$ cat src/hw/rtl/ps2_set1_scancode_decoder_defines.svh
// Assertion macros shared by the decoder's modules.
`ifndef PS2_SET1_SCANCODE_DECODER_DEFINES_SVH
`define PS2_SET1_SCANCODE_DECODER_DEFINES_SVH

`ifndef ASSERT_OFF
`define ASSERT_IMPLY(lbl, clk, rstn, ante, cons) \
  lbl: assert property (@(posedge clk) disable iff (!(rstn)) (ante) |-> (cons)) \
    else $error("assertion failed");
`define ASSERT_NEXT(lbl, clk, rstn, ante, cons) \
  lbl: assert property (@(posedge clk) disable iff (!(rstn)) (ante) |=> (cons)) \
    else $error("assertion failed");
`else
`define ASSERT_IMPLY(lbl, clk, rstn, ante, cons)
`define ASSERT_NEXT(lbl, clk, rstn, ante, cons)
`endif

`endif

$ cat src/hw/rtl/ps2s1_pkg.sv
package ps2s1_pkg;

  localparam int KEY_CODES = 128;
  localparam int KEY_IDX_W = $clog2(KEY_CODES);

  localparam int FIFO_DEPTH = 4;
  localparam int FIFO_PTR_W = $clog2(FIFO_DEPTH);
  localparam int FIFO_CNT_W = $clog2(FIFO_DEPTH + 1);

  localparam logic [7:0] PREFIX_BYTE    = 8'hE0;
  localparam logic [7:0] LSHIFT_MAKE    = 8'h2A;
  localparam logic [7:0] RSHIFT_MAKE    = 8'h36;
  localparam logic [7:0] LSHIFT_BREAK   = 8'hAA;
  localparam logic [7:0] RSHIFT_BREAK   = 8'hB6;
  localparam logic [7:0] CTRL_MAKE      = 8'h1D;
  localparam logic [7:0] CTRL_BREAK     = 8'h9D;
  localparam logic [7:0] ALT_MAKE       = 8'h38;
  localparam logic [7:0] ALT_BREAK      = 8'hB8;
  localparam logic [7:0] LLOGO_MAKE     = 8'h5B;
  localparam logic [7:0] RLOGO_MAKE     = 8'h5C;
  localparam logic [7:0] LLOGO_BREAK    = 8'hDB;
  localparam logic [7:0] RLOGO_BREAK    = 8'hDC;

  typedef struct packed {
    logic       extended;
    logic [7:0] key_code;
    logic       is_release;
    logic       shift_down;
    logic       ctrl_down;
    logic       alt_down;
    logic       altgr_down;
    logic       logo_down;
  } key_evt_t;

  typedef struct packed {
    logic     valid;
    key_evt_t evt;
  } evt_push_t;

endpackage

$ cat src/hw/rtl/ps2_set1_scancode_decoder.sv
// An accepted byte that yields an event is registered into the decode stage, where its
// down bit arrives from the key map, and is then written into the event queue behind out_valid.
// Throughput: one byte per cycle; the input stalls while the key map is cleared after reset
// and once the decode stage and the four-entry event queue together hold four entries.
// Reset (rst_n low, synchronous) clears the prefix and modifier flags and the queue, then
// a pass over all 128 key codes clears the key-down map while in_ready is held low.
module ps2_set1_scancode_decoder import ps2s1_pkg::*; (
  input  logic       clk,
  input  logic       rst_n,
  input  logic       in_valid,
  output logic       in_ready,
  input  logic [7:0] in_scan_byte,
  output logic       out_valid,
  input  logic       out_ready,
  output logic       out_extended,
  output logic [7:0] out_key_code,
  output logic       out_is_release,
  output logic       out_shift_down,
  output logic       out_ctrl_down,
  output logic       out_alt_down,
  output logic       out_altgr_down,
  output logic       out_logo_down
);

  evt_push_t             push;
  logic [FIFO_CNT_W-1:0] q_level;
  key_evt_t              evt;

  ps2s1_front u_front (
    .clk          (clk),
    .rst_n        (rst_n),
    .in_valid     (in_valid),
    .in_ready     (in_ready),
    .in_scan_byte (in_scan_byte),
    .q_level      (q_level),
    .push         (push)
  );

  ps2s1_fifo u_fifo (
    .clk       (clk),
    .rst_n     (rst_n),
    .push      (push),
    .level     (q_level),
    .out_valid (out_valid),
    .out_ready (out_ready),
    .out_evt   (evt)
  );

  assign out_extended   = evt.extended;
  assign out_key_code   = evt.key_code;
  assign out_is_release = evt.is_release;
  assign out_shift_down = evt.shift_down;
  assign out_ctrl_down  = evt.ctrl_down;
  assign out_alt_down   = evt.alt_down;
  assign out_altgr_down = evt.altgr_down;
  assign out_logo_down  = evt.logo_down;

endmodule

$ cat src/hw/rtl/ps2s1_front.sv
`include "ps2_set1_scancode_decoder_defines.svh"

module ps2s1_ram #(
  parameter int WIDTH = 1,
  parameter int DEPTH = 128
) (
  input  logic                     clk,
  input  logic                     we,
  input  logic [$clog2(DEPTH)-1:0] waddr,
  input  logic [WIDTH-1:0]         wdata,
  input  logic                     re,
  input  logic [$clog2(DEPTH)-1:0] raddr,
  output logic [WIDTH-1:0]         rdata
);

  logic [WIDTH-1:0] mem_r [DEPTH];
  logic [WIDTH-1:0] rdata_r;

  assign rdata = rdata_r;

  always_ff @(posedge clk) begin
    if (we) begin
      mem_r[waddr] <= wdata;
    end
    if (re) begin
      rdata_r <= mem_r[raddr];
    end
  end

endmodule

module ps2s1_front import ps2s1_pkg::*; (
  input  logic                  clk,
  input  logic                  rst_n,
  input  logic                  in_valid,
  output logic                  in_ready,
  input  logic [7:0]            in_scan_byte,
  input  logic [FIFO_CNT_W-1:0] q_level,
  output evt_push_t             push
);

  logic                 prefix_r, prefix_nxt;
  logic                 shift_r, shift_nxt;
  logic                 ctrl_r, ctrl_nxt;
  logic                 alt_r, alt_nxt;
  logic                 altgr_r, altgr_nxt;
  logic                 logo_r, logo_nxt;
  logic                 clr_active_r;
  logic [KEY_IDX_W-1:0] clr_addr_r;
  logic                 s2_valid_r;
  key_evt_t             s2_evt_r;
  logic                 s2_fwd_r;
  logic                 s2_fwd_val_r;

  logic                 accept;
  logic                 is_prefix;
  logic                 is_mod;
  logic                 is_key;
  logic                 rel;
  logic [KEY_IDX_W-1:0] idx;
  logic [KEY_IDX_W-1:0] s2_idx;
  logic                 s2_down;
  logic                 s2_emit;
  logic                 map_we;
  logic [KEY_IDX_W-1:0] map_waddr;
  logic                 map_wdata;
  logic                 map_rdata;

  // Room is kept for the event in the decode stage as well as for the new request,
  // so the decode stage never has to wait on the queue.
  assign in_ready  = !clr_active_r &&
                     ((q_level + FIFO_CNT_W'(s2_valid_r)) < FIFO_CNT_W'(FIFO_DEPTH));
  assign accept    = in_valid && in_ready;
  assign is_prefix = (in_scan_byte == PREFIX_BYTE);
  assign idx       = in_scan_byte[KEY_IDX_W-1:0];
  assign rel       = in_scan_byte[7];
  assign is_key    = !is_prefix && !is_mod;
  assign prefix_nxt = is_prefix;

  // Modifier bytes are absorbed; which set applies depends on the prefix.
  always_comb begin
    is_mod    = 1'b0;
    shift_nxt = shift_r;
    ctrl_nxt  = ctrl_r;
    alt_nxt   = alt_r;
    altgr_nxt = altgr_r;
    logo_nxt  = logo_r;
    if (!prefix_r) begin
      case (in_scan_byte)
        LSHIFT_MAKE, RSHIFT_MAKE: begin
          is_mod = 1'b1; shift_nxt = 1'b1;
        end
        LSHIFT_BREAK, RSHIFT_BREAK: begin
          is_mod = 1'b1; shift_nxt = 1'b0;
        end
        CTRL_MAKE: begin
          is_mod = 1'b1; ctrl_nxt = 1'b1;
        end
        CTRL_BREAK: begin
          is_mod = 1'b1; ctrl_nxt = 1'b0;
        end
        ALT_MAKE: begin
          is_mod = 1'b1; alt_nxt = 1'b1;
        end
        ALT_BREAK: begin
          is_mod = 1'b1; alt_nxt = 1'b0;
        end
        default: begin
          is_mod = 1'b0;
        end
      endcase
    end else begin
      case (in_scan_byte)
        ALT_MAKE: begin
          is_mod = 1'b1; altgr_nxt = 1'b1;
        end
        ALT_BREAK: begin
          is_mod = 1'b1; altgr_nxt = 1'b0;
        end
        LLOGO_MAKE, RLOGO_MAKE: begin
          is_mod = 1'b1; logo_nxt = 1'b1;
        end
        LLOGO_BREAK, RLOGO_BREAK: begin
          is_mod = 1'b1; logo_nxt = 1'b0;
        end
        default: begin
          is_mod = 1'b0;
        end
      endcase
    end
  end

  // The down bit is read from the key map at the edge that accepts the request and arrives in
  // the cycle after. When the request just before wrote the same bit at that edge, its value is used instead.
  assign s2_idx  = s2_evt_r.key_code[KEY_IDX_W-1:0];
  assign s2_down = s2_fwd_r ? s2_fwd_val_r : map_rdata;
  // A make of a key already down is a typematic repeat and is dropped.
  assign s2_emit = s2_evt_r.is_release || !s2_down;

  always_comb begin
    if (clr_active_r) begin
      map_we    = 1'b1;
      map_waddr = clr_addr_r;
      map_wdata = 1'b0;
    end else begin
      map_we    = s2_valid_r;
      map_waddr = s2_idx;
      map_wdata = !s2_evt_r.is_release;
    end
  end

  ps2s1_ram #(
    .WIDTH (1),
    .DEPTH (KEY_CODES)
  ) u_key_map (
    .clk   (clk),
    .we    (map_we),
    .waddr (map_waddr),
    .wdata (map_wdata),
    .re    (accept),
    .raddr (idx),
    .rdata (map_rdata)
  );

  always_comb begin
    push.valid = s2_valid_r && s2_emit;
    push.evt   = s2_evt_r;
  end

  always_ff @(posedge clk) begin
    if (!rst_n) begin
      prefix_r     <= 1'b0;
      shift_r      <= 1'b0;
      ctrl_r       <= 1'b0;
      alt_r        <= 1'b0;
      altgr_r      <= 1'b0;
      logo_r       <= 1'b0;
      clr_active_r <= 1'b1;
      clr_addr_r   <= '0;
      s2_valid_r   <= 1'b0;
      s2_evt_r     <= '0;
      s2_fwd_r     <= 1'b0;
      s2_fwd_val_r <= 1'b0;
    end else begin
      if (clr_active_r) begin
        clr_addr_r <= clr_addr_r + KEY_IDX_W'(1);
        if (clr_addr_r == KEY_IDX_W'(KEY_CODES - 1)) begin
          clr_active_r <= 1'b0;
        end
      end
      s2_valid_r <= accept && is_key;
      if (accept) begin
        prefix_r   <= prefix_nxt;
        shift_r    <= is_prefix ? shift_r : shift_nxt;
        ctrl_r     <= is_prefix ? ctrl_r : ctrl_nxt;
        alt_r      <= is_prefix ? alt_r : alt_nxt;
        altgr_r    <= is_prefix ? altgr_r : altgr_nxt;
        logo_r     <= is_prefix ? logo_r : logo_nxt;
        s2_evt_r.extended   <= prefix_r;
        s2_evt_r.key_code   <= in_scan_byte;
        s2_evt_r.is_release <= rel;
        s2_evt_r.shift_down <= shift_r;
        s2_evt_r.ctrl_down  <= ctrl_r;
        s2_evt_r.alt_down   <= alt_r;
        s2_evt_r.altgr_down <= altgr_r;
        s2_evt_r.logo_down  <= logo_r;
        s2_fwd_r     <= s2_valid_r && (s2_idx == idx);
        s2_fwd_val_r <= !s2_evt_r.is_release;
      end
    end
  end

  `ASSERT_NEXT(a_prefix_sets, clk, rst_n, accept && is_prefix, prefix_r)
  `ASSERT_IMPLY(a_no_accept_clearing, clk, rst_n, clr_active_r, !in_ready)
  `ASSERT_NEXT(a_key_staged, clk, rst_n, accept && is_key, s2_valid_r)
  `ASSERT_IMPLY(a_push_from_stage, clk, rst_n, push.valid, s2_valid_r)

endmodule

$ cat src/hw/rtl/ps2s1_fifo.sv
`include "ps2_set1_scancode_decoder_defines.svh"

module ps2s1_fifo import ps2s1_pkg::*; (
  input  logic                  clk,
  input  logic                  rst_n,
  input  evt_push_t             push,
  output logic [FIFO_CNT_W-1:0] level,
  output logic                  out_valid,
  input  logic                  out_ready,
  output key_evt_t              out_evt
);

  key_evt_t              mem_r [FIFO_DEPTH];
  logic [FIFO_PTR_W-1:0] wr_ptr_r, rd_ptr_r;
  logic [FIFO_CNT_W-1:0] count_r, count_nxt;
  logic                  room;
  logic                  do_push, do_pop;

  assign room      = (count_r != FIFO_CNT_W'(FIFO_DEPTH));
  assign level     = count_r;
  assign out_valid = (count_r != '0);
  assign out_evt   = mem_r[rd_ptr_r];
  assign do_push   = push.valid && room;
  assign do_pop    = out_valid && out_ready;

  always_comb begin
    count_nxt = count_r;
    if (do_push && !do_pop) begin
      count_nxt = count_r + FIFO_CNT_W'(1);
    end else if (do_pop && !do_push) begin
      count_nxt = count_r - FIFO_CNT_W'(1);
    end
  end

  always_ff @(posedge clk) begin
    if (!rst_n) begin
      wr_ptr_r <= '0;
      rd_ptr_r <= '0;
      count_r  <= '0;
    end else begin
      if (do_push) begin
        wr_ptr_r <= wr_ptr_r + FIFO_PTR_W'(1);
      end
      if (do_pop) begin
        rd_ptr_r <= rd_ptr_r + FIFO_PTR_W'(1);
      end
      count_r <= count_nxt;
    end
  end

  always_ff @(posedge clk) begin
    if (do_push) begin
      mem_r[wr_ptr_r] <= push.evt;
    end
  end

  `ASSERT_IMPLY(a_cnt_bound, clk, rst_n, 1'b1, count_r <= FIFO_CNT_W'(FIFO_DEPTH))
  `ASSERT_NEXT(a_cnt_grows, clk, rst_n, do_push && !do_pop, count_r == $past(count_r) + FIFO_CNT_W'(1))
  `ASSERT_IMPLY(a_no_push_full, clk, rst_n, push.valid, room)

endmodule

$ cat config.mk
export PLATFORM = sky130hd
export DESIGN_NAME = ps2_set1_scancode_decoder
export DESIGN_NICKNAME = d
export VERILOG_FILES = /design/src/hw/rtl/ps2s1_pkg.sv /design/src/hw/rtl/ps2_set1_scancode_decoder.sv /design/src/hw/rtl/ps2s1_front.sv /design/src/hw/rtl/ps2s1_fifo.sv
export VERILOG_INCLUDE_DIRS = /design/src /design/src/hw/rtl
export SDC_FILE = /design/constraint.sdc
export NUM_CORES = 1
export LEC_CHECK = 0
export ABC_AREA = 1
export BUFFER_PORTS_ARGS = -buffer_cell sky130_fd_sc_hd__buf_2
export CORE_MARGIN = 2
export CORE_UTILIZATION = 40
export CTS_BUF_LIST = sky130_fd_sc_hd__clkbuf_16
export DETAILED_ROUTE_END_ITERATION = 6
export PLACE_DENSITY_LB_ADDON = 0.08
export REMOVE_ABC_BUFFERS = 1
export SYNTH_ARGS = -nofsm -noshare
export SYNTH_HDL_FRONTEND = slang
export SYNTH_SLANG_ARGS = --single-unit
$ cat constraint.sdc
create_clock -name clk -period 12.55 [get_ports clk]
set_clock_uncertainty 0.1 [all_clocks]
set_input_delay 2.51 -clock clk [delete_from_list [all_inputs] [get_ports clk]]
set_output_delay 2.51 -clock clk [all_outputs]
set_load 0.01 [all_outputs]
==> impl_metrics.csv, run 1 <==
group,metric,value,unit
power_and_ir_drop,combPwrFrac,7.4,%
final_layout,antennaDiodeCount,0,
logic_synthesis,synth-xor-area-share,0.173,%
logic_synthesis,ys.flop_type,"edfxtp_1",
critical_path,worst-setup-path-type,"flip-flop to output port",
worst_hold_path,hold_class,"flip-flop to flip-flop",
logic_synthesis,ys_ff_latch,225,
sta,setup_ws,7460,ps
sta,post-route-period-util,40.6,%
route,dr.pass1.iters,5,
logic_synthesis,ys_warn_count,0,
global_routing,grt_overflow_total,0,
logic_synthesis,syn_area,10100,um2
critical_path,slowest_stage,"clkinv_1",
global_routing,grt_pass1_vias,6848,
global_routing,grt_pass1_wl,39.1,mm
route,wl,24.8,mm
logic_synthesis,yosysTopAreaCellShare,55.0,%
clock_tree,cts_made_buffers,26,
sta,whs,354,ps
power_and_ir_drop,power_frac_seq,46.8,%
logic_synthesis,yosysSeqAreaShare,62.9,%
global_routing,gr-usage-met1,25.5,%
logic_synthesis,synthTopCellsByArea,"edfxtp_1, nand2_1, dfxtp_1",
route,via_count,7071,
logic_synthesis,syn_avg_cell_area,9.51,um2
worst_hold_path,min_to,"u_front.push[2]$_SDFFE_PN0P_",
placement,placedCellCount,1384,
logic_synthesis,synth.mux.area_fraction,0,%
global_routing,grtUsageMet2,33.8,%
sta,grt_setup_unrepaired,"false",
clock_tree,htreeDepth,1,
final_layout,final_nets,1101,
die,die_area,26500,um2
power_and_ir_drop,ir_worst_vdd,104,uV
die,core.rowCount,58,
sta,post-route-min-period,5090,ps
power_and_ir_drop,clkPwrFrac,45.8,%
sta,final-hold-violation-count,0,
critical_path,endpoint_kind,"output port",
placement,place_hpwl,14.9,mm
route,drtAntennaViolNets,0,
sta,slew_viol_final,0,
logic_synthesis,synth_adder_area_share,0.941,%
die,io_pins,29,
worst_hold_path,holdPathStages,2,
critical_path,cp_num_buf_inv,3,
global_routing,top_usage_layer,"met2",
placement,place.port_buffers,28,
logic_synthesis,synth_edf_count,185,
sta,setup_tns,0,ps
final_layout,area_delta_synth_final,12.4,%
final_layout,post-route-util,45.5,%
final_layout,fin_cells,1431,
logic_synthesis,synth_cells,1062,
die,die_h,163,um
power_and_ir_drop,internal_power,1.33,mW
route,via_per_inst,4.94,
global_routing,use_met3,2.50,%
placement,place_congestion,0.797,
logic_synthesis,synth_top_area_cell,"edfxtp_1",
critical_path,crit_fanout,29,
logic_synthesis,synth_compound_area_share,7.31,%
sta,relSlewSlack,22.2,%
critical_path,critPathArrivalTime,2480,ps
clock_tree,clock-sinks,225,
clock_tree,cts_tree,"built",
clock_tree,cts_resized,0,
power_and_ir_drop,switchingPower,0.403,mW
clock_tree,cts_buffer_depth,3,
power_and_ir_drop,leakage,4.25,nW
global_routing,grt_usage,19.3,%
critical_path,rr_startpoint,"u_front.clr_active_r$_SDFF_PN1_",
critical_path,path_cells,"buf_4, clkinv_1, o21ai_0, o22ai_1, buf_2",
die,die_w,163,um
clock_tree,post_cts_buffers,0,
clock_tree,worstSkewPairLatency,530,ps
logic_synthesis,synth_top_family_by_area,"simple AND/OR/NAND/NOR gates",
route,wire_per_inst,17.3,um
route,drt_iter0_markers,514,
job,maxCapViolations,0,
clock_tree,clk_pin_slew,60,ps
worst_hold_path,hold_path.startpoint,"u_front.alt_r$_SDFFE_PN0P_",
critical_path,slowest_delay,660,ps
power_and_ir_drop,switching_share,23.2,%
die,start_util,40.5,%
critical_path,reg2reg_slack,9680,ps
clock_tree,clock-root-buffer,"clkbuf_16",
run_status,outcome,"complete, no violations",
critical_path,ff2ff_path_depth,6,
sta,setup_violations,0,
critical_path,rr_endpoint,"u_front.u_key_map.mem_r[113]$_DFFE_PP_",
logic_synthesis,synth_cell_types,40,
logic_synthesis,synthArstFlopShare,0,%
die,core,25000,um2
sta,fmax,196,MHz
sta,tightest_slew,1170,ps
critical_path,startpoint_type,"flip-flop",
global_routing,grt_max_degree,129,
final_layout,drive_gt1_share,10.4,%
critical_path,cpLargestDelayFamily,"buffers and inverters",
final_layout,n_fill_cell,2476,
clock_tree,cts_hold_buf,0,
logic_synthesis,yosys.area_share.simple,23.5,%
critical_path,cp.required,9940,ps
route,drc,0,
placement,dp_slack,7350,ps
global_routing,antenna_found_initial,0,
power_and_ir_drop,power.density,153,nW/um2
## worst reg2reg max path, stage by stage (launching register included)
cell and delay, ps:
dfxtp_1 810, nand2_1 140, o21ai_2 130, inv_1 150
nor2_2 160, nand3_1 710, nor2_1 340
## sequential cells by signal, summed over array words and instances, names as in the netlist, named ones only
signal / cells
u_front.s2_fwd_r: 1
u_fifo.rd_ptr_r: 2
u_front.u_key_map.mem_r: 128
u_fifo.level: 3
u_fifo.wr_ptr_r: 2
u_front.push: 14
u_front.s2_valid_r: 1
u_front.ctrl_r: 1
u_front.altgr_r: 1
u_front.alt_r: 1
u_front.prefix_r: 1
u_front.s2_fwd_val_r: 1
u_front.clr_active_r: 1
u_front.u_key_map.rdata: 1
u_fifo.mem_r: 56
u_front.clr_addr_r: 7
u_front.logo_r: 1
u_front.shift_r: 1
## cell usage in the layout, fill, tap and decap left out, types with 16 or more instances in the layout
| cell type | instances |
|---|---|
| nand2_1 | 333 |
| edfxtp_1 | 185 |
| nor2_1 | 184 |
| inv_1 | 63 |
| o21ai_0 | 60 |
| dfxtp_1 | 40 |
| a21oi_1 | 36 |
| buf_2 | 28 |
| clkbuf_16 | 27 |
| nand3_1 | 22 |
| o22ai_1 | 16 |
## metrics by stage
stage                     area (um2)  power, mW
final                          11400       1.73
after global routing           11400       1.80
after detailed placement       10500      0.958
after global placement         10500      0.957
after floorplan                 9840      0.902
after CTS                      11400       1.75
## power groups by stage
stage / Combinational, mW / Sequential (mW) / Clock (mW)
finish: 0.127 / 0.812 / 0.794
global route: 0.145 / 0.813 / 0.840
CTS: 0.130 / 0.812 / 0.808
detailed placement: 0.130 / 0.828 / 0
global placement: 0.130 / 0.828 / 0
floorplan: 0.0717 / 0.830 / 0
## cell families (layout without fill, tap and decap cells)
group / Yosys count / count (layout)
buffers and inverters: 111 / 150
DFF: 225 / 225
adders and majority gates: 7 / 7
xor gates and xnor gates: 2 / 2
AOI/OAI and AO/OA: 135 / 135
and+or+nand+nor: 582 / 582
## cell usage after synthesis (8+ instances only)
cell type	count
o22ai_1	16
dfxtp_1	40
nand2_1	333
a21oi_1	36
buf_2	14
o21ai_0	60
nor3_1	9
o21ai_1	12
edfxtp_1	185
nor2_1	186
buf_4	8
inv_2	8
clkbuf_1	13
nand3_1	22
inv_1	57
## per-layer routing
layer / wire length, um / share of wire (%)
met5: 0 / 0
met1: 11100 / 45
met3: 926 / 3.7
met2: 12200 / 49
met4: 521 / 2.1
## final cells by class
type / instances / area (um2) / share of cell area (%)
inverter: 69 / 262 / 2.30
multi-input combinational: 726 / 3240 / 28.5
timing repair buffer: 34 / 185 / 1.63
sequential: 225 / 6360 / 56.0
clock buffer: 27 / 676 / 5.95
clock inverter: 20 / 230 / 2.03
tap: 330 / 413 / 3.64
## worst max path at each step
stage / endpoint / cells past startpoint
CTS: out_key_code[1] / 5
floorplan: u_front.u_key_map.mem_r[0]$_DFFE_PP_ / 1
global route: out_key_code[0] / 5
global placement: u_front.u_key_map.rdata$_DFFE_PP_ / 13
finish: out_key_code[0] / 5
detailed placement: u_front.u_key_map.rdata$_DFFE_PP_ / 13
Power figures use the tool's default switching activity.
==> inputs of run 2 (changes only) <==
--- a/config.mk
+++ b/config.mk
@@ -6,7 +6,7 @@
 export SDC_FILE = /design/constraint.sdc
 export NUM_CORES = 1
 export LEC_CHECK = 0
-export ABC_AREA = 1
+export ABC_AREA = 0
 export BUFFER_PORTS_ARGS = -buffer_cell sky130_fd_sc_hd__buf_2
 export CORE_MARGIN = 2
 export CORE_UTILIZATION = 40
==> constraint.sdc (replaced) <==
create_clock -name clk -period 4.21 [get_ports clk]
set_clock_uncertainty 0.1 [all_clocks]
set_input_delay 0.842 -clock clk [delete_from_list [all_inputs] [get_ports clk]]
set_output_delay 0.842 -clock clk [all_outputs]
set_load 0.01 [all_outputs]
==> impl_metrics.csv, run 2 <==
group,metric,value,unit
power_and_ir_drop,power.density,426,nW/um2
logic_synthesis,ys_ff_latch,225,
critical_path,reg2reg_slack,1560,ps
global_routing,antenna_found_initial,0,
die,die_area,25900,um2
clock_tree,cts_resized,0,
final_layout,fin_area,11100,um2
worst_hold_path,hold_class,"flip-flop to flip-flop",
logic_synthesis,syn_area,9870,um2
sta,relSlewSlack,25.8,%
logic_synthesis,ys_warn_count,0,
clock_tree,cts_buffer_depth,3,
clock_tree,post_cts_buffers,0,
sta,grt_setup_unrepaired,"false",
critical_path,worst-setup-path-type,"flip-flop to output port",
logic_synthesis,synth_cell_types,60,
global_routing,grt_pass1_wl,34.2,mm
logic_synthesis,synth_top_area_cell,"edfxtp_1",
route,dr.pass1.iters,4,
final_layout,largest_reg_flops,128,
final_layout,area_delta_synth_final,12.1,%
logic_synthesis,synth_edf_count,185,
final_layout,layout_commonest_cell,"edfxtp_1",
route,wire_per_inst,20.2,um
sta,post-route-min-period,3190,ps
critical_path,startpoint_type,"flip-flop",
logic_synthesis,syn_avg_cell_area,13.4,um2
clock_tree,cts_hold_buf,0,
critical_path,cp.required,3270,ps
global_routing,grt_usage,17.3,%
logic_synthesis,synthArstFlopShare,0,%
die,core,24200,um2
route,via_count,5856,
die,start_util,40.7,%
critical_path,critPathArrivalTime,2250,ps
final_layout,mostFrequentLayoutCells,"edfxtp_1, nor2_1, nand2_1",
run_status,outcome,"complete, no violations",
logic_synthesis,ys.flop_type,"edfxtp_1",
placement,place.port_buffers,28,
route,drc,0,
power_and_ir_drop,switching_share,20.3,%
sta,tightest_slew,1110,ps
logic_synthesis,synth_cells,737,
die,core.rowCount,57,
critical_path,crit_fanout,14,
worst_hold_path,hold_path.startpoint,"u_front.logo_r$_SDFFE_PN0P_",
placement,dpl_cell_area,10200,um2
sta,fmax,313,MHz
placement,place_congestion,0.810,
logic_synthesis,yosysTopAreaCellShare,56.3,%
die,io_pins,29,
power_and_ir_drop,power_frac_seq,50.6,%
clock_tree,worstSkewPairLatency,530,ps
critical_path,endpoint_kind,"output port",
clock_tree,htreeDepth,1,
final_layout,final_nets,777,
final_layout,largest_register,"u_front.u_key_map.mem_r",
route,via_per_inst,5.32,
critical_path,rr_startpoint,"u_front.clr_active_r$_SDFF_PN1_",
final_layout,antennaDiodeCount,0,
logic_synthesis,yosysSeqAreaShare,64.4,%
critical_path,ff2ff_path_depth,4,
sta,setup_violations,0,
die,die_w,161,um
sta,post-route-period-util,75.8,%
power_and_ir_drop,combPwrFrac,3.4,%
power_and_ir_drop,p_total,4.71,mW
route,drtAntennaViolNets,0,
clock_tree,cts_made_buffers,25,
worst_hold_path,holdPathStages,2,
power_and_ir_drop,clkPwrFrac,46.0,%
final_layout,drive_gt1_share,13.6,%
placement,place_hpwl,14.0,mm
clock_tree,clock-sinks,225,
global_routing,grt_max_degree,129,
worst_hold_path,min_to,"u_front.push[0]$_SDFFE_PN0P_",
power_and_ir_drop,ir_worst_vdd,360,uV
clock_tree,clk_pin_slew,60,ps
global_routing,grt_pass1_vias,5952,
sta,slew_viol_final,0,
logic_synthesis,synthMostInstantiatedCell,"edfxtp_1",
logic_synthesis,synthTopCellsByArea,"edfxtp_1, dfxtp_1, mux4_2",
job,maxCapViolations,0,
power_and_ir_drop,internal_power,3.75,mW
logic_synthesis,synth_common_cells,"edfxtp_1, nor2_1, nand2_1",
clock_tree,cts_tree,"built",
power_and_ir_drop,switchingPower,0.958,mW
power_and_ir_drop,leakage,3.46,nW
global_routing,grt_overflow_total,0,
die,die_h,161,um
critical_path,rr_endpoint,"u_front.u_key_map.mem_r[8]$_DFFE_PP_",
route,wl,22.2,mm
route,drt_iter0_markers,406,
clock_tree,clock-root-buffer,"clkbuf_16",
sta,final-hold-violation-count,0,
## run 2: cell types whose count changed after synthesis, sizes merged, moves of 12 or more
cell    before  now
nand2      339   69
nor2       197  139
xnor2        2   14
mux4         0   34
o21ai       76   13
mux2i        0   36
o22ai       16    2
a21oi       37    8
inv         66   15
and2         0   15
a21boi       0   17
## run 2: worst max-delay path, stage by stage (launching register included)
cell,delay (ps)
dfxtp_1,960
mux4_2,610
buf_2,150
## run 2: worst max-delay path by stage
stage	start	endpoint	slack (ps)
floorplan	u_front.clr_active_r$_SDFF_PN1_	u_front.u_key_map.mem_r[0]$_DFFE_PP_	-250
global placement	in_scan_byte[1]	u_front.u_key_map.rdata$_DFFE_PP_	730
detailed placement	in_scan_byte[1]	u_front.u_key_map.rdata$_DFFE_PP_	680
CTS	flip-flop	out_key_code[1]	920
global route	flip-flop	out_ctrl_down	850
finish	flip-flop	out_key_code[1]	1020
## run 2: cells by family after synthesis
kind of cell | after synthesis | synth area share (%)
xor gates and xnor gates | 16 | 1.42
adders and majority gates | 7 | 0.964
muxes | 72 | 11.9
and+or+nand+nor | 288 | 13.1
AOI/OAI and AO/OA | 72 | 5.21
DFF | 225 | 64.4
buffers and inverters | 57 | 2.99
## run 2: layout make-up
cell class | instances | area, um2
Clock buffer | 25 | 626
Clock inverter | 21 | 196
Fill cell | 2208 | 13200
Inverter | 15 | 56.3
Multi-Input combinational cell | 455 | 3220
Sequential cell | 225 | 6360
Tap cell | 324 | 405
Timing Repair Buffer | 36 | 200
## run 2: power by group through the flow
stage	clock network [mW]	logic (mW)	registers, mW
CTS	2.22	0.161	2.39
floorplan	0	0.0806	2.43
global route	2.30	0.172	2.38
detailed placement	0	0.161	2.43
global placement	0	0.160	2.43
finish	2.16	0.160	2.39
## run 2: layer usage
| metal | vias up | global-route usage (%) | share of wire [%] |
|---|---|---|---|
| li1 | 2759 | - | - |
| met1 | 2928 | 22.6 | 43 |
| met2 | 127 | 29.9 | 50 |
| met3 | 42 | 2.23 | 4.1 |
| met4 | 0 | 5.64 | 2.8 |
| met5 | - | 0 | 0 |
## run 2: metrics by stage
step	setup WS, ps	hold WS [ps]	TNS (ps)	instances	utilization (%)
6_report	1020	366	0	1101	45.6
5_1_grt	845	410	0	1101	45.6
4_1_cts	917	375	0	1101	45.6
3_5_place_dp	685	364	0	1055	42.2
3_3_place_gp	735	358	0	1055	42.2
2_1_floorplan	-249	337	-31830	695	-
==> inputs of run 3 (changes only) <==
==> constraint.sdc (replaced) <==
create_clock -name clk -period 3.1 [get_ports clk]
set_clock_uncertainty 0.1 [all_clocks]
set_input_delay 0.62 -clock clk [delete_from_list [all_inputs] [get_ports clk]]
set_output_delay 0.62 -clock clk [all_outputs]
set_load 0.01 [all_outputs]
==> impl_metrics.csv, run 3 (same netlist as run 2, synthesis figures left out) <==
group,metric,value,unit
final_layout,largest_register,"u_front.u_key_map.mem_r",
global_routing,grt_max_degree,89,
final_layout,antennaDiodeCount,0,
sta,slew_viol_final,0,
clock_tree,cts_made_buffers,25,
route,drc,0,
die,start_util,40.7,%
clock_tree,clock-root-buffer,"clkbuf_16",
route,via_count,6055,
power_and_ir_drop,clkPwrFrac,44.6,%
final_layout,drive_gt1_share,17.9,%
placement,dpl_cell_area,10500,um2
sta,setup_violations,0,
placement,dp_slack,119,ps
final_layout,area_delta_synth_final,14.3,%
clock_tree,cts_buffer_depth,3,
sta,post-route-min-period,2570,ps
critical_path,endpoint_kind,"output port",
route,dr.pass1.iters,5,
power_and_ir_drop,power_frac_seq,51.6,%
die,io_pins,29,
clock_tree,clock-sinks,225,
global_routing,grt_pass1_vias,6126,
power_and_ir_drop,switching_share,21.2,%
die,die_h,161,um
final_layout,final_nets,812,
clock_tree,cts_tree,"built",
final_layout,register_area,6360,um2
sta,setup_ws,525,ps
die,core,24200,um2
clock_tree,cts_resized,0,
worst_hold_path,hold_class,"input port to flip-flop",
critical_path,startpoint_type,"flip-flop",
placement,place_congestion,0.782,
sta,final-hold-violation-count,0,
sta,grt_setup_unrepaired,"false",
final_layout,n_fill_cell,2245,
sta,relSlewSlack,47.0,%
global_routing,antenna_found_initial,0,
critical_path,cp.required,2380,ps
route,drt_iter0_markers,452,
global_routing,grt_overflow_total,0,
route,wire_per_inst,20.3,um
die,die_area,25900,um2
job,maxCapViolations,0,
route,drtAntennaViolNets,0,
critical_path,critPathArrivalTime,1850,ps
sta,post-route-period-util,83.1,%
critical_path,worst-setup-path-type,"flip-flop to output port",
power_and_ir_drop,internal_power,4.95,mW
clock_tree,cts_hold_buf,0,
die,die_w,161,um
clock_tree,htreeDepth,1,
power_and_ir_drop,power.density,557,nW/um2
sta,fmax,388,MHz
clock_tree,clk_pin_slew,60,ps
critical_path,reg2reg_slack,750,ps
final_layout,multiInputGateArea,3220,um2
clock_tree,worstSkewPairLatency,520,ps
placement,place.port_buffers,28,
route,wl,23.0,mm
power_and_ir_drop,combPwrFrac,3.8,%
final_layout,mostFrequentLayoutCells,"edfxtp_1, nor2_1, nand2_1",
sta,tightest_slew,794,ps
clock_tree,post_cts_buffers,0,
power_and_ir_drop,ir_worst_vdd,274,uV
global_routing,grt_pass1_wl,35.8,mm
final_layout,fin_area,11300,um2
global_routing,grt_usage,18.0,%
die,core.rowCount,57,
final_layout,largest_reg_flops,128,
run_status,outcome,"complete, no violations",
final_layout,layout_commonest_cell,"edfxtp_1",
power_and_ir_drop,leakage,3.60,nW
critical_path,crit_fanout,14,
route,via_per_inst,5.33,
placement,place_hpwl,14.8,mm
power_and_ir_drop,switchingPower,1.33,mW
run 3: cell types whose count changed in the layout (fill, tap and decap cells not counted), sizes merged:
| cell | previous run | this run |
|---|---|---|
| buf | 36 | 71 |
| bufinv | 4 | 2 |
| clkinv | 13 | 12 |
| clkinvlp | 0 | 3 |
| inv | 19 | 18 |
run 3: cell type report:
class                      instances  area share, %
sequential                       225           56.3
multi-input combinational        455           28.6
clock buffer                      25           5.55
timing repair buffer              71           4.10
tap                              324           3.59
clock inverter                    20           1.34
inverter                          15          0.499
run 3: per-stage QoR:
stage                     TNS, ps  hold WS, ps  instances  total power, mW  util [%]
after floorplan           -173910          337        695             3.41         -
after global placement          0          360       1090             3.54      43.3
after detailed placement        0          357       1090             3.55      43.3
after CTS                       0          334       1135             6.36      46.5
after global routing            0          373       1135             6.49      46.5
final                           0          361       1135             6.28      46.5
run 3: power groups by stage:
stage	registers, mW	logic [mW]	clock network [mW]
6_report	3.24	0.241	2.80
5_1_grt	3.24	0.258	3.00
4_1_cts	3.24	0.243	2.88
3_5_place_dp	3.30	0.242	0
3_3_place_gp	3.30	0.239	0
2_1_floorplan	3.30	0.109	0
run 3: worst max-delay path: stages, from the launching register on:
cell	delay, ps
dfxtp_1	780
mux4_2	410
buf_2	150
run 3: worst paths after layout:
path / start / cells after the start / end
max: flip-flop / 2 / out_is_release
min: in_scan_byte[7] / 3 / u_front.push[5]$_SDFFE_PN0P_
max reg2reg: u_fifo.level[0]$_SDFFE_PN0P_ / 8 / u_fifo.level[2]$_SDFFE_PN0P_
min reg2reg: u_front.shift_r$_SDFFE_PN0P_ / 2 / u_front.push[4]$_SDFFE_PN0P_
run 3: per-layer routing:
metal | vias to the layer above | global-route usage, % | wire length [um] | share of wire, %
li1 | 2821 | - | - | -
met1 | 3048 | 22.9 | 9650 | 42
met2 | 148 | 32.5 | 11900 | 51
met3 | 38 | 2.47 | 1020 | 4.4
met4 | 0 | 4.71 | 501 | 2.2
met5 | - | 0 | 0 | 0
